$ cat src/rtl/fwrf_ram.sv
// ----------------------------------------------------------------------------
// fwrf_ram: generic single-port-write, single-port-read synchronous RAM
// One write and one registered read per cycle; a read of the address being
// written returns the old contents.
// ----------------------------------------------------------------------------
module fwrf_ram #(
  parameter int Width = 8,
  parameter int Depth = 16,
  localparam int AddrW = (Depth > 1) ? $clog2(Depth) : 1
) (
  input  logic             clk_i,
  input  logic             we_i,
  input  logic [AddrW-1:0] waddr_i,
  input  logic [Width-1:0] wdata_i,
  input  logic             re_i,
  input  logic [AddrW-1:0] raddr_i,
  output logic [Width-1:0] rdata_o
);

  logic [Width-1:0] mem_q [Depth];
  logic [Width-1:0] rdata_q;

  always_ff @(posedge clk_i) begin
    if (we_i) begin
      mem_q[waddr_i] <= wdata_i;
    end
    if (re_i) begin
      rdata_q <= mem_q[raddr_i];
    end
  end

  assign rdata_o = rdata_q;

endmodule

$ cat config.mk
export PLATFORM = sky130hd
export DESIGN_NAME = fwrf_ram
export DESIGN_NICKNAME = d
export VERILOG_FILES = /design/src/rtl/fwrf_ram.sv
export SDC_FILE = /design/constraint.sdc
export NUM_CORES = 1
export LEC_CHECK = 0
export BUFFER_PORTS_ARGS = -buffer_cell sky130_fd_sc_hd__buf_2
export CAP_MARGIN = 20
export CORE_MARGIN = 1
export CORE_UTILIZATION = 35
export CTS_BUF_LIST = sky130_fd_sc_hd__clkbuf_8
export CTS_CLUSTER_DIAMETER = 100
export DETAILED_ROUTE_END_ITERATION = 16
export PLACE_DENSITY = 0.54
export SYNTH_ARGS = -nofsm -noshare
export SYNTH_HDL_FRONTEND = slang
export SYNTH_SLANG_ARGS = --single-unit
$ cat constraint.sdc
create_clock -name clk_i -period 1.7 [get_ports clk_i]
set_input_delay 0.085 -clock clk_i [delete_from_list [all_inputs] [get_ports clk_i]]
set_output_delay 0.085 -clock clk_i [all_outputs]
set_load 0.005 [all_outputs]
# Yosys cells after proc, flatten, opt, wreduce, memory -nomap -nowiden
# Memories as Yosys holds them, arrays and structs flattened. A register that Yosys moved wholly into a read port is not among the register bits.
# Cells that the tools add are included.
[word_totals] regBits=0 ramBits=128 out_inout_bits=8 mem_count=1
[op_classes] n_mux=2
[memory_table] name="mem_q" words=16 width=8 read_ports=1 rd_ports_with_merged_regs=1 wr=1 line="20" rtl="logic [Width-1:0] mem_q [Depth];"
[ops] cell="1-bit 2-to-1 mux" n=2

# Longest topological paths before layout
[logic_depth] ltp_word=2 mapped_depth=5 ltp_nobuf=3

# Worst setup path after synthesis
# Ideal clock, no wire load.
[synth_timing] path_kind="in2reg" startpoint="in waddr_i[2]" endpoint="mem mem_q[0][0] (enable)" t_arrival_ns=1.195 setup_slack_ns=0.122 stages=2 n_path_buf=0 cell_sequence="or3b_2 -> nor3_1"
[synth_lines] item="start, declared" line="13" rtl="input logic [AddrW-1:0] waddr_i,"
[synth_lines] item="end, declared" line="20"
# Straight into the memory's write port.

==> results.md <==
* Number of remaining DRC errors at 0
* Die Y at 124.2 um
* Max VDD drop at 434.7 uV
* Mapped cell area at 5228 um2
* Tmin final at 1516 ps
* H-tree levels at 4
* Clk slew on worst S/H paths at 70 ps
* Die W at 124.2 um
* Hold Vio Cnt, Final at 0
* Final setup fails at 0
* Cts bufs inserted at 17
* Port-buffer cells at 26
* DR vias at 2512
* Final Total Pwr at 0.006193 W
* Post-synthesis cell count at 229
* Crit. End Element: register
* Crit path DAT at 1680 ps
* CP max stage delay at 490 ps
* Final HPWL DP at 7.132 mm
* Final period util at 89.18%
* DRT iter0 DRCs at 284
* Max Fclk at 659.6 MHz
* RSZ-0062 raised after global routing: false
* Pleak at 2.051 nW
* Most frequent cells in the layout: edfxtp_1, buf_2, buf_4
* DP Area at 5777 um2
* Drt total wl at 10.63 mm
* Comb power frac at 5.9%
* Commonest non-fill, non-tap cell in the layout: edfxtp_1
* Top delay family on crit path: multiplexers
* DRT antenna net count at 0
* Starting Density at 35.97%
* Sw Ratio at 21.46%
* Initial antenna violation count at 0
* Reg2Reg Depth at 3
* WS Path Type: register to register
* Post-synthesis net count at 248
* Aggregate global-route resource usage at 14.82%
* Pwr dens at 1021 nW/um2
* Max-cap violations at 0
* Diodes inserted at 0
* Critical-path top delay cell: mux4_1
* Number of global-route vias before repair at 2651
* Drt pass-1 iters at 5
* Clock power frac at 32.8%
* CTS root buf: clkbuf_8
* Gpl congestion at 0.7787
* Per-cell routed wire length at 21.70 um
* Data required time of the critical path at 1860 ps
* First-pass GRT wire length at 16.17 mm
* Clk_lat worst skew at 420 ps
* Core footprint at 14530 um2
* Worst-path maximum fanout at 1
* Worst slew margin at 71.19%
* Seq/Total Area, Yosys at 78.12%
* Area of all placed cells without fillers at 6065 um2
* Share of layout cells above drive strength 1 at 30.39%
* CP startpoint kind: register
* Hold path cells at 1
* Crit path cell chain: mux4_1, a22oi_1, nand2_1
* Die area at 15430 um2
* I/O pin count at 27
* Internal power at 0.004864 W
* Distinct cell type count after synthesis at 18
* Layout area overhead at 16.01%
* Register share of total power at 61.3%
* Max Slew Vio Count at 0
* Clk sink count at 136
* Pin count of the biggest net entering global routing at 17
* Hold buffer count at CTS at 0
* Drt via density at 5.127
* Clk buf depth at 2
* Outcome: finished clean
* Clock skew at 4.165 ps
* Hold WC Path Type: input port to register
* Pre-CTS setup slack at -16.11 ps
* CTS tree: built
* Setup ws final at 183.9 ps
* Postcts setup bufs at 0
* Post-CTS Resized at 0
* Yosys reg bits at 136
* Rows at 44
* NumNets Final at 313
* Total gr overflow at 0
* Final hold slack at 40.00 ps
* Psw at 0.001329 W
* CP Buf/Inv Count at 0
* Synth Warn # at 0
* Crit. path cell count at 3
* Worst-margin pin slew at 432.1 ps
* Syn_area_per_cell at 22.83 um2
worst paths after layout:
kind                     start     endpoint  slack [ps]
setup reg to reg  mem_q[10][4]   rdata_o[4]         180
hold reg to reg   mem_q[15][5]   rdata_o[5]         750
setup / recovery  mem_q[10][4]   rdata_o[4]         180
hold / removal      wdata_i[5]  mem_q[5][5]          40
sequential cells by signal, indices dropped and copies added (netlist names):
name / count
mem_q: 128
rdata_o: 8
synthesized netlist by cell type (all sizes together):
library cell,number,share of area [%]
a22oi,16,2.3
and2,1,0.12
and2b,1,0.14
buf,7,1.1
clkdlybuf4s25,3,0.57
edfxtp,136,78
mux4,32,15
nand2,9,0.65
nand2b,2,0.24
nand3,1,0.096
nand3b,2,0.29
nor2,13,0.93
nor2b,1,0.12
nor3,4,0.38
or3b,1,0.17
power by group through the flow:
stage / clock [W] / combinational [W] / sequential [W]
detailed placement: 0 / 0.000375 / 0.00387
finish: 0.00203 / 0.000367 / 0.00380
floorplan: 0 / 0.000191 / 0.00386
CTS: 0.00210 / 0.000375 / 0.00380
global placement: 0 / 0.000368 / 0.00387
global route: 0.00224 / 0.000398 / 0.00380
per-stage QoR:
step	setup TNS [ps]	cells	utilization [%]
after global placement	0	459	39.75
after floorplan	0	229	-
final	0	490	41.73
after detailed placement	-16.11	459	39.75
after CTS	0	490	41.73
after global routing	0	490	41.73
cell type report:
cell class              count  area, um2
clock buffers              17      234.0
clock inverters            14      53.80
fillers                  1292       8469
multi-input cells          83       1057
flip-flops and latches    136       4084
well taps                 184      230.2
repair buffers             56      405.4
logic make-up (layout without fill, tap and decap cells):
kind of cell / after synthesis / in the layout / share of synthesized area [%]
flip-flops: 136 / 136 / 78.12
multiplexers: 32 / 32 / 14.79
buffers and inverters: 10 / 87 / 1.651
AO/OA/AOI/OAI: 16 / 16 / 2.298
AND/OR/NAND/NOR: 35 / 35 / 3.136
per-layer routing:
| layer | track usage [%] | up-vias | share of wire [%] |
|---|---|---|---|
| met5 | 0 | - | 0 |
| met4 | 4.678 | 0 | 1.3 |
| met3 | 4.440 | 11 | 3.7 |
| met2 | 23.72 | 65 | 49 |
| met1 | 19.37 | 1329 | 46 |
| li1 | - | 1107 | - |
No activity file was read; power rests on OpenSTA's default activity.
