[src/rtl/fwrf_pkg.sv]
// ----------------------------------------------------------------------------
// fwrf_pkg: shared types and constants of the fixed-window rate filter
// Entry record layout, configuration set, event and result types.
// ----------------------------------------------------------------------------
package fwrf_pkg;

  localparam int EntriesDefault = 1024;
  localparam int IdxInW         = 10;
  localparam int ModeW          = 2;
  localparam int TimeW          = 32;
  localparam int CountW         = 32;
  localparam int ActionW        = 4;
  localparam int StatusW        = 2;
  localparam int InTdataW       = 48;
  localparam int OutTdataW      = 40;
  localparam int CfgIdxW        = 3;
  localparam int CfgDataW       = 32;

  // Per-entry filter state as stored in the table.
  typedef enum logic [1:0] {
    FS_NEW = 2'd0,
    FS_OFF = 2'd1,
    FS_ON  = 2'd2
  } fstate_e;

  typedef enum logic [ModeW-1:0] {
    MODE_NONE = 2'd0,
    MODE_INC  = 2'd1,
    MODE_DEC  = 2'd2,
    MODE_CLR  = 2'd3
  } mode_e;

  typedef enum logic [StatusW-1:0] {
    ST_UNDER = 2'd0,
    ST_CONT  = 2'd1,
    ST_START = 2'd2
  } status_e;

  typedef enum logic [CfgIdxW-1:0] {
    REG_COUNT_LIMIT    = 3'd0,
    REG_PERIOD_SECONDS = 3'd1,
    REG_REVERT_TIMEOUT = 3'd2,
    REG_ACT_CODE       = 3'd3,
    REG_DROP_ADJUST    = 3'd4
  } reg_idx_e;

  typedef struct packed {
    fstate_e            state;
    logic [CountW-1:0]  tally;
    logic [TimeW-1:0]   win_start;
    logic [TimeW-1:0]   act_time;
  } entry_rec_t;

  localparam int RecW = $bits(entry_rec_t);

  typedef struct packed {
    logic [CountW-1:0]  count_limit;
    logic [TimeW-1:0]   period_seconds;
    logic [TimeW-1:0]   revert_timeout;
    logic [ActionW-1:0] act_code;
    logic               drop_adjust;
  } cfg_t;

  typedef struct packed {
    mode_e             mode;
    logic [TimeW-1:0]  now;
  } event_t;

  typedef struct packed {
    status_e            status;
    logic [ActionW-1:0] action;
    logic [CountW-1:0]  event_count;
  } result_t;

endpackage

[src/rtl/fwrf_update.sv]
// ----------------------------------------------------------------------------
// fwrf_update: entry update datapath
// Applies window expiry, the count operation and the revert check to the
// record read from the table, registers it, then decides the action and
// builds the record to write back together with the result.
// ----------------------------------------------------------------------------
module fwrf_update import fwrf_pkg::*; #(
  parameter int IdxW = 10
) (
  input  logic            clk_i,
  input  logic            rst_ni,
  input  logic            advance_i,
  input  logic            s1_valid_i,
  input  logic [IdxW-1:0] s1_idx_i,
  input  event_t          s1_ev_i,
  input  entry_rec_t      rec_i,
  input  cfg_t            cfg_i,
  output logic            wr_valid_o,
  output logic [IdxW-1:0] wr_idx_o,
  output entry_rec_t      wr_rec_o,
  output result_t         res_o
);

  logic [TimeW-1:0]  ws_d;
  logic [CountW-1:0] tally_d;
  logic              still_on_d;

  logic              s2_valid_q;
  logic [IdxW-1:0]   s2_idx_q;
  logic [TimeW-1:0]  s2_now_q;
  logic [TimeW-1:0]  s2_ws_q;
  logic [CountW-1:0] s2_tally_q;
  logic [TimeW-1:0]  s2_act_q;
  logic              s2_on_q;

  logic              over;
  status_e           status;
  fstate_e           state_new;
  logic [TimeW-1:0]  act_new;
  logic [CountW-1:0] count_new;

  // First half: window expiry, count operation, revert check.
  always_comb begin
    ws_d    = (rec_i.state == FS_NEW) ? s1_ev_i.now : rec_i.win_start;
    tally_d = rec_i.tally;
    if (cfg_i.period_seconds != '0 &&
        TimeW'(s1_ev_i.now - ws_d) >= cfg_i.period_seconds) begin
      ws_d    = s1_ev_i.now;
      tally_d = '0;
    end
    case (s1_ev_i.mode)
      MODE_INC: begin
        if (tally_d != '1) begin
          tally_d = tally_d + CountW'(1);
        end
      end
      MODE_DEC: begin
        if (cfg_i.period_seconds == '0 && tally_d != '0) begin
          tally_d = tally_d - CountW'(1);
        end
      end
      MODE_CLR: begin
        tally_d = '0;
      end
      default: begin
      end
    endcase
    still_on_d = (rec_i.state == FS_ON) &&
                 !(cfg_i.revert_timeout != '0 &&
                   TimeW'(s1_ev_i.now - rec_i.act_time) >= cfg_i.revert_timeout);
  end

  always_ff @(posedge clk_i or negedge rst_ni) begin
    if (!rst_ni) begin
      s2_valid_q <= 1'b0;
    end else if (advance_i) begin
      s2_valid_q <= s1_valid_i;
    end
  end

  always_ff @(posedge clk_i) begin
    if (advance_i && s1_valid_i) begin
      s2_idx_q   <= s1_idx_i;
      s2_now_q   <= s1_ev_i.now;
      s2_ws_q    <= ws_d;
      s2_tally_q <= tally_d;
      s2_act_q   <= rec_i.act_time;
      s2_on_q    <= still_on_d;
    end
  end

  // Second half: limit compare, action decision and the drop fix.
  always_comb begin
    over = s2_tally_q > cfg_i.count_limit;
    if (s2_on_q) begin
      status    = ST_CONT;
      state_new = FS_ON;
      act_new   = s2_act_q;
    end else if (over) begin
      status    = ST_START;
      state_new = FS_ON;
      act_new   = s2_now_q;
    end else begin
      status    = ST_UNDER;
      state_new = FS_OFF;
      act_new   = s2_act_q;
    end
    // The compare above guarantees a nonzero tally here.
    if (cfg_i.period_seconds == '0 && over && cfg_i.drop_adjust) begin
      count_new = s2_tally_q - CountW'(1);
    end else begin
      count_new = s2_tally_q;
    end
  end

  assign wr_valid_o         = s2_valid_q;
  assign wr_idx_o           = s2_idx_q;
  assign wr_rec_o.state     = state_new;
  assign wr_rec_o.tally     = count_new;
  assign wr_rec_o.win_start = s2_ws_q;
  assign wr_rec_o.act_time  = act_new;

  assign res_o.status      = status;
  assign res_o.action      = (status != ST_UNDER) ? cfg_i.act_code : '0;
  assign res_o.event_count = count_new;

endmodule

[config.mk]
export PLATFORM = sky130hd
export DESIGN_NAME = fwrf_update
export DESIGN_NICKNAME = d
export VERILOG_FILES = /design/src/rtl/fwrf_pkg.sv /design/src/rtl/fwrf_update.sv
export SDC_FILE = /design/constraint.sdc
export NUM_CORES = 1
export LEC_CHECK = 0
export BUFFER_PORTS_ARGS = -buffer_cell sky130_fd_sc_hd__buf_2
export CORE_ASPECT_RATIO = 1.75
export CORE_MARGIN = 5
export CORE_UTILIZATION = 55
export CTS_BUF_LIST = sky130_fd_sc_hd__clkbuf_8
export DETAILED_ROUTE_END_ITERATION = 10
export PLACE_DENSITY = 0.81
export SLEW_MARGIN = 20
export SYNTH_ARGS = -nofsm -noshare
export SYNTH_HDL_FRONTEND = slang
export SYNTH_SLANG_ARGS = --single-unit
[constraint.sdc]
create_clock -name clk_i -period 11.25 [get_ports clk_i]
set_input_delay 0 -clock clk_i [delete_from_list [all_inputs] [get_ports clk_i]]
set_output_delay 0 -clock clk_i [all_outputs]
set_load 0.01 [all_outputs]
* Yosys cells after proc, flatten, opt, wreduce, memory -nomap -nowiden
Index checks and enable logic that the tools add are counted.
** Storage, ports and cells
- Bits in registers :: 140
- Latch bits :: 0
- Memory bits (writable) :: 0
- Memory bits (read-only) :: 0
- Input bits :: 247
- Output and inout bits :: 147
- Word-level logic and storage cells :: 48
- Memories :: 0
** Operators by class
- $add $sub $neg :: 5
- Multipliers :: 0
- Div/mod/pow operators :: 0
- Order comparisons :: 3
- Eq/ne operators :: 5
- Shift operators :: 0
- Mux-type cells :: 14
- Bitwise gates (word level) :: 0
- Reduce and logical (&&, ||, !) cells :: 14
** Operators by type and width (count)
- two-way mux 32 bit :: 8
- one-hot mux 32 bit (3 select lines) :: 1
- nonzero test 32 bit :: 3
- >= comparator 32 bit :: 2
- subtractor 32 x 1 -> 32 bit (second input constant) :: 2
- subtractor 32 bit :: 2
- adder 32 x 1 -> 32 bit (second input constant) :: 1
- > comparator 32 bit :: 1
- logical NOT 32 bit :: 1
- != test 32 bit (second input constant) :: 1
- two-way mux 2 bit :: 4
- logical AND 1 bit :: 7
- == test 2 bit (second input constant) :: 3
- two-way mux 4 bit :: 1
- == test 2 x 1 -> 1 bit (second input constant) :: 1
- logical NOT 2 bit :: 1
- nonzero test 2 bit :: 1
- logical NOT 1 bit :: 1

* Logic depth before layout (Yosys ltp)
Gate-level depths: netlist of run 1.
- Depth after elaboration :: 10
- Depth in mapped cells :: 39
- Depth with buffers taken out :: 35

* Worst setup path before layout of run 1
No wires, ideal clock.
- Path kind :: input-to-reg
- From :: input port rec_i[97] (netlist name)
- To :: register s2_tally_q[11], data pin
- Setup time :: 0.271 ns
- Arrival :: 7.673 ns
- Required time :: 10.979 ns
- Setup slack :: 3.306 ns
- Stages :: 35
- Buffers on the path :: 5
- Cells stage by stage :: nor2_1 -> clkbuf_1 -> buf_1 -> mux2i_1 -> ha_1 -> and2_1 -> a221o_1 -> and2_1 -> a21oi_1 -> nor4b_1 -> a2111oi_0 -> o311ai_0 -> a21oi_1 -> a2111oi_0 -> xnor2_1 -> ha_1 -> a21o_1 -> a21o_1 -> a221o_1 -> a31oi_1 -> o21a_1 -> clkbuf_1 -> clkbuf_1 -> buf_1 -> nand2_1 -> ha_1 -> nor3b_1 -> nand2_1 -> nor4_1 -> nor3_1 -> nand2_1 -> nor3_1 -> nand2b_1 -> a31oi_1 -> o22ai_1
** On the way
- Cells in the longest elaborated chain, start to end :: 10
- Elaborated cells on any way between the ends :: 14
- Classes of those cells :: add/sub (3); order compare (1); eq/ne (1); mux (5); reduce/logical (4)
** Ends and longest elaborated chain
- from (decl) :: line fwrf_update.sv:16 : input entry_rec_t rec_i,
- logical NOT 2 bit (*) :: line fwrf_update.sv:44 : ws_d = (rec_i.state == FS_NEW) ? s1_ev_i.now : rec_i.win_start;
- two-way mux 32 bit (*) :: line fwrf_update.sv:44
- subtractor 32 bit (*) :: line fwrf_update.sv:47 : TimeW'(s1_ev_i.now - ws_d) >= cfg_i.period_seconds) begin
- >= comparator 32 bit (*) :: line fwrf_update.sv:47
- logical AND 1 bit (*) :: line fwrf_update.sv:46 : if (cfg_i.period_seconds != '0 &&
- two-way mux 32 bit (*) :: line fwrf_update.sv:46
- parallel branches: the longest is 3 deep, another holds subtractor 32 x 1 -> 32 bit
- one-hot mux 32 bit (3 select lines) (*) :: line fwrf_update.sv:51 : case (s1_ev_i.mode)
- named net tally_d[11] :: line fwrf_update.sv:25 : logic [CountW-1:0] tally_d;
- to (signal assigned) :: line fwrf_update.sv:86 : s2_tally_q <= tally_d;
- to (decl) :: line fwrf_update.sv:32 : logic [CountW-1:0] s2_tally_q;
Mark *: on every way through the listed nets, which the timed path passes.
A chain may end at the register's enable or synchronous reset.

* Final worst setup path of run 1
- From :: input port rec_i[97] (netlist name)
- To :: register s2_tally_q[28], data pin
Same word-level chain as after synthesis.

==> results.py, run 1 <==
metrics = {
    "synthesis": {
        "synth_enable_flop_cells": 139,
        "synth.ff_latch_count": 140,
        "synth_cells": 1551,
        "postSynthAreaPerCell_um2": 8.85,
        "synth_ff_type": "edfxtp_1",
        "mappedNetlistArea_um2": 13700,
        "synth_async_sr_flop_share": 0.00714,
        "seq_area_frac_synth": 0.306,
        "syn-num-nets": 1955,
        "synth_warnings": 0,
        "synth_cell_types": 69,
    },
    "clocking": {
        "post_cts.resized_instances": 0,
        "cts_root_buffer": "clkbuf_8",
        "clkLatencyLatePin_ns": 0.49,
        "numCtsBuffers": 17,
        "clk_pin_slew_ns": 0.08,
        "numClockSinks": 140,
        "htree_levels": 4,
        "number_of_buffers_between_clock_root_and_the_deepest_sink": 2,
        "tritoncts_clock_tree": "built",
    },
    "setup_path": {
        "worstPathArrival_ns": 8.12,
        "worst_r2r_path_depth": 2,
        "critical_path_class": "in -> reg",
        "critPathSlowestCell": "or4_1",
        "critical_path_depth": 31,
        "crit_path_start_kind": "input pin",
        "critPathCaptureType": "flip-flop",
        "critical-path-top-delay-family": "compound AO/OA/AOI/OAI gates",
        "path_buf_inv": 3,
        "slowest_delay_ns": 0.60,
        "crit_fanout": 57,
        "critPathRequiredTime_ns": 11.50,
    },
    "timing": {
        "totalNegativeSetupSlack_ns": 0,
        "tightest_slew_ns": 1.21,
        "setup_repair_after_global_routing_missed_its_margin": "false",
        "hold_viol": 0,
        "slew_headroom": 0.188,
        "finalMaxSlewViolations": 0,
        "timing.final.crit_period_ns": 7.86,
        "fin_hold_ws_ns": 0.0486,
        "timing.final.crit_share": 0.699,
        "clock_skew_ns": 0,
        "final-setup-viol-count": 0,
        "fmax_mhz": 127,
    },
    "route": {
        "detail_route.wl_per_cell_um": 20.8,
        "drtAntennaViolNets": 0,
        "dr_total_vias": 14200,
        "first_iter_violations": 1031,
        "drc_errors": 0,
        "drt-vias-per-instance": 6.03,
        "postRouteWirelength_mm": 48.9,
        "detailedRoute.firstPassIterationCount": 8,
    },
    "grt": {
        "gr-usage-all-layers": 0.338,
        "maximum_number_of_pins_on_one_net_before_global_route_repair": 77,
        "number_of_antenna_violations_at_the_first_check_in_global_routing": 4,
        "vias_in_the_first_global_route": 14700,
        "grt_overflow_total": 0,
        "grt_pass1_wl_mm": 74.5,
    },
    "die": {
        "chipHeight_um": 219,
        "floorplan.initialDensity": 0.557,
        "fp.coreArea_um2": 24600,
        "die_w_um": 129,
        "core.rowCount": 76,
        "dieArea_um2": 28300,
        "design.portCount": 394,
    },
    "flow_run": {
        "drv_cap": 0,
    },
    "placed_design": {
        "globalplace.congestion": 0.987,
        "io_buffer_count": 393,
        "hpwlAfterDp_mm": 37.1,
    },
    "layout": {
        "area_growth_pct": 26.8,
        "finalCoreUtilization": 0.706,
        "post_route_cells_drive_above_1_share": 0.244,
        "nets": 2421,
    },
    "power": {
        "total_leakage_power_uw": 0.00807,
        "vdd_ir_drop_max_uv": 98.2,
        "pwr_density_nw_per_um2": 113,
    },
    "outcome": {
        "run_status": "finished clean",
    },
    "worst_hold_path": {
        "hold_path_depth": 3,
        "min-delay-path-class": "in -> reg",
    },
}
worst min-delay path, cell delays in order:
cell and delay [ns]:
buf_2 0.13, xnor2_1 0.12, o22ai_1 0.11
final timing paths:
path | from | endpoint | slack (ns)
max in group asynchronous | rst_ni | wr_valid_o | 10.81
hold / removal | rec_i[71] | s2_tally_q[7] | 0.05
hold reg to reg | wr_valid_o | wr_valid_o | 1.06
min in group asynchronous | rst_ni | wr_valid_o | 0.34
setup / recovery | rec_i[97] | s2_tally_q[28] | 3.39
setup reg to reg | wr_valid_o | wr_valid_o | 9.95
cells by family after synthesis:
logic type,count (synthesis),share of synthesized area
compound gates,386,0.182
xor+xnor,101,0.0645
fa+ha+maj,158,0.144
buf+inv,242,0.0753
flops,140,0.306
mux,73,0.0569
simple gates,451,0.171
cell usage in the layout, fill, tap and decap left out, drive strengths merged, types with 9 or more instances in the layout:
cell / instances
o22ai: 22
dlygate4sd3: 125
o21a: 12
diode: 9
inv: 164
nor2: 118
nand2b: 13
a31oi: 19
mux2: 40
and2: 15
nor4: 38
and3: 17
xor2: 47
mux2i: 33
and4: 9
a21o: 59
edfxtp: 139
nor3: 36
nand3: 30
clkbuf: 17
nor2b: 24
xnor2: 54
or3: 14
a211oi: 9
a21oi: 126
nand4: 34
ha: 156
o21ai: 52
buf: 402
or4: 11
nand2: 76
o21bai: 11
layer usage:
metal / up-vias / routed length (um) / part of all wire / global-route usage
li1: 6638 / - / - / -
met1: 6587 / 16000 / 0.33 / 0.319
met2: 701 / 25600 / 0.52 / 0.617
met3: 238 / 2960 / 0.061 / 0.0641
met4: 2 / 4330 / 0.089 / 0.274
met5: - / 11 / 0.00023 / 0
state kept, by name, indices dropped and copies added, names as in the netlist:
register / count
s2_tally_q: 32
wr_valid_o: 1
s2_ws_q: 32
s2_on_q: 1
s2_act_q: 32
wr_idx_o: 10
s2_now_q: 32
synth_stat cells (all sizes together) (33+ instances only):
| master | number | area (um2) |
|---|---|---|
| nand2 | 76 | 285 |
| ha | 156 | 1950 |
| xnor2 | 54 | 473 |
| nor2 | 118 | 443 |
| a21o | 59 | 443 |
| o21ai | 52 | 260 |
| xor2 | 47 | 412 |
| nand4 | 34 | 213 |
| inv | 162 | 608 |
| clkbuf | 36 | 135 |
| buf | 44 | 290 |
| nor3 | 36 | 180 |
| nor4 | 38 | 244 |
| edfxtp | 139 | 4170 |
| mux2 | 40 | 450 |
| mux2i | 33 | 330 |
| a21oi | 126 | 631 |
metrics by stage:
step	area, um2	cells	worst slack (ns)	power [uW]
3_5_place_dp	15700	2185	2.97	1500
6_report	17400	2350	3.39	1970
2_1_floorplan	13700	1551	3.31	1230
3_3_place_gp	15700	2185	3.27	1480
5_1_grt	17400	2344	2.76	2090
4_1_cts	17400	2341	3.49	1960
repair_timing:
item | 4_1_cts | 5_1_grt
endpoints found under the setup margin | 0 | 0
buffers inserted | 0 | 0
hold buffers | 125 | 0
hold endpoints to repair | 123 | 0
power breakdown:
part           total [uW]  leakage (uW)  switching (uW)  internal (uW)
logic                 879       0.00657             509            370
clock network         425      0.000199             211            214
registers             670       0.00130            26.8            643
total                1970       0.00807             747           1230
layout make-up:
type,count,area [um2]
diodes,9,22.5
clock buffers,17,234
clock inverters,14,154
fillers,1928,7230
inverters,162,608
multi-input cells,1169,8510
flip-flops and latches,140,4200
well taps,312,390
repair buffers,527,3290
Note: power is estimated with default switching activity, not from simulation.
==> run 2: changes to the inputs <==
clock period = 8.04 ns   (was 11.25 ns; I/O delays follow)
==> run 2 against run 1 <==
Net effect: hold slack got worse by 0.020 ns; sequential power increased by 40%; register-to-register slack got worse by 3.2 ns; via count rose by 0.30%; highest routed layer is now met4; final cell count increased by 0.34%; combinational power up 40%.
==> results.py, run 2 (synthesis gave the netlist of run 1 again) <==
metrics = {
    "outcome": {
        "run_status": "finished clean",
    },
    "timing": {
        "finalMaxSlewViolations": 0,
        "hold_viol": 0,
        "clock_skew_ns": 0,
        "final-setup-viol-count": 0,
        "slew_headroom": 0.271,
        "timing.final.crit_share": 0.929,
        "timing.final.crit_period_ns": 7.47,
        "fmax_mhz": 134,
        "fin_hold_ws_ns": 0.0289,
        "tightest_slew_ns": 1.08,
    },
    "grt": {
        "gr-usage-all-layers": 0.331,
        "maximum_number_of_pins_on_one_net_before_global_route_repair": 77,
        "vias_in_the_first_global_route": 14600,
        "number_of_antenna_violations_at_the_first_check_in_global_routing": 6,
        "grt_overflow_total": 0,
        "grt_pass1_wl_mm": 72.8,
    },
    "route": {
        "drt-vias-per-instance": 6.03,
        "first_iter_violations": 1060,
        "drtAntennaViolNets": 0,
        "postRouteWirelength_mm": 48.3,
        "drc_errors": 0,
        "dr_total_vias": 14200,
        "detail_route.wl_per_cell_um": 20.5,
        "detailedRoute.firstPassIterationCount": 5,
    },
    "setup_path": {
        "slowest_delay_ns": 0.60,
        "critPathCaptureType": "flip-flop",
        "worstPathArrival_ns": 7.86,
        "path_buf_inv": 7,
        "crit_path_start_kind": "input pin",
        "critPathSlowestCell": "o21ai_0",
        "critPathRequiredTime_ns": 8.43,
        "crit_fanout": 10,
        "critical_path_class": "in -> reg",
        "critical-path-top-delay-family": "compound AO/OA/AOI/OAI gates",
    },
    "die": {
        "die_w_um": 129,
        "dieArea_um2": 28300,
        "core.rowCount": 76,
        "design.portCount": 394,
        "chipHeight_um": 219,
        "floorplan.initialDensity": 0.557,
        "fp.coreArea_um2": 24600,
    },
    "clocking": {
        "htree_levels": 4,
        "numClockSinks": 140,
        "clk_pin_slew_ns": 0.09,
        "number_of_buffers_between_clock_root_and_the_deepest_sink": 2,
        "cts_setup_buffers": 0,
        "numCtsBuffers": 17,
        "tritoncts_clock_tree": "built",
        "clkLatencyLatePin_ns": 0.51,
        "cts_root_buffer": "clkbuf_8",
    },
    "power": {
        "pwr_density_nw_per_um2": 158,
        "total_leakage_power_uw": 0.00810,
        "vdd_ir_drop_max_uv": 165,
    },
    "layout": {
        "post_route_cells_drive_above_1_share": 0.248,
        "layout.cells.most_common_list": "buf_2, inv_1, ha_1",
        "nets": 2428,
        "finalCoreUtilization": 0.709,
        "layout_commonest_cell": "buf_2",
        "area_growth_pct": 27.3,
    },
    "placed_design": {
        "hpwlAfterDp_mm": 36.8,
        "io_buffer_count": 393,
        "globalplace.congestion": 0.974,
    },
    "flow_run": {
        "drv_cap": 0,
    },
    "worst_hold_path": {
        "min-delay-path-class": "in -> reg",
    },
}
==> run 2: repair_timing <==
item	in CTS	in global routing
hold endpoints to repair	124	0
gates resized for setup	0	3
endpoints found under the setup margin	0	2
hold buffers	127	0
==> run 2: stage by stage <==
step                      cells  total power, uW  worst slack (ns)  setup TNS [ns]  instance area, um2
after floorplan            1551             1730            0.0959               0               13700
final                      2358             2750             0.568               0               17500
after CTS                  2349             2730             0.411               0               17400
after global placement     2190             2080             0.366               0               15800
after detailed placement   2190             2100             0.331               0               15800
after global routing       2355             2920           -0.0424         -0.0424               17500
==> run 2: worst paths after layout <==
check	start	end	slack (ns)	depth (start not counted)
max	s1_ev_i[0]	s2_tally_q[20]	0.57	36
min reg2reg	wr_valid_o	wr_valid_o	1.08	2
max in group asynchronous	rst_ni	wr_valid_o	7.63	3
min in group asynchronous	rst_ni	wr_valid_o	0.31	3
max reg2reg	wr_valid_o	wr_valid_o	6.72	2
min	rec_i[93]	s2_tally_q[29]	0.03	3
==> run 2: cell type report <==
class / instances / area, um2
flip-flops and latches: 140 / 4200
clock inverters: 15 / 149
clock buffers: 17 / 234
diodes: 9 / 22.5
multi-input cells: 1169 / 8510
inverters: 162 / 608
fillers: 1892 / 7170
repair buffers: 534 / 3340
well taps: 312 / 390
==> run 2: layer usage <==
metal,track usage,part of all wire
met1,0.314,0.33
met4,0.274,0.088
met3,0.0453,0.061
met5,0,0
met2,0.614,0.52
==> run 2: power breakdown <==
| group | internal [uW] | leakage (uW) | total [uW] | switching, uW |
|---|---|---|---|---|
| Sequential | 900 | 0.00130 | 938 | 37.9 |
| Clock | 273 | 0.000191 | 586 | 313 |
| Combinational | 525 | 0.00661 | 1230 | 702 |
==> run 2: tightest hold or removal path, delay by kind of cell <==
family,cells,cell delay [ns]
AO/OA/AOI/OAI,1,0.08
buffers and inverters,1,0.14
multiplexers,1,0.14
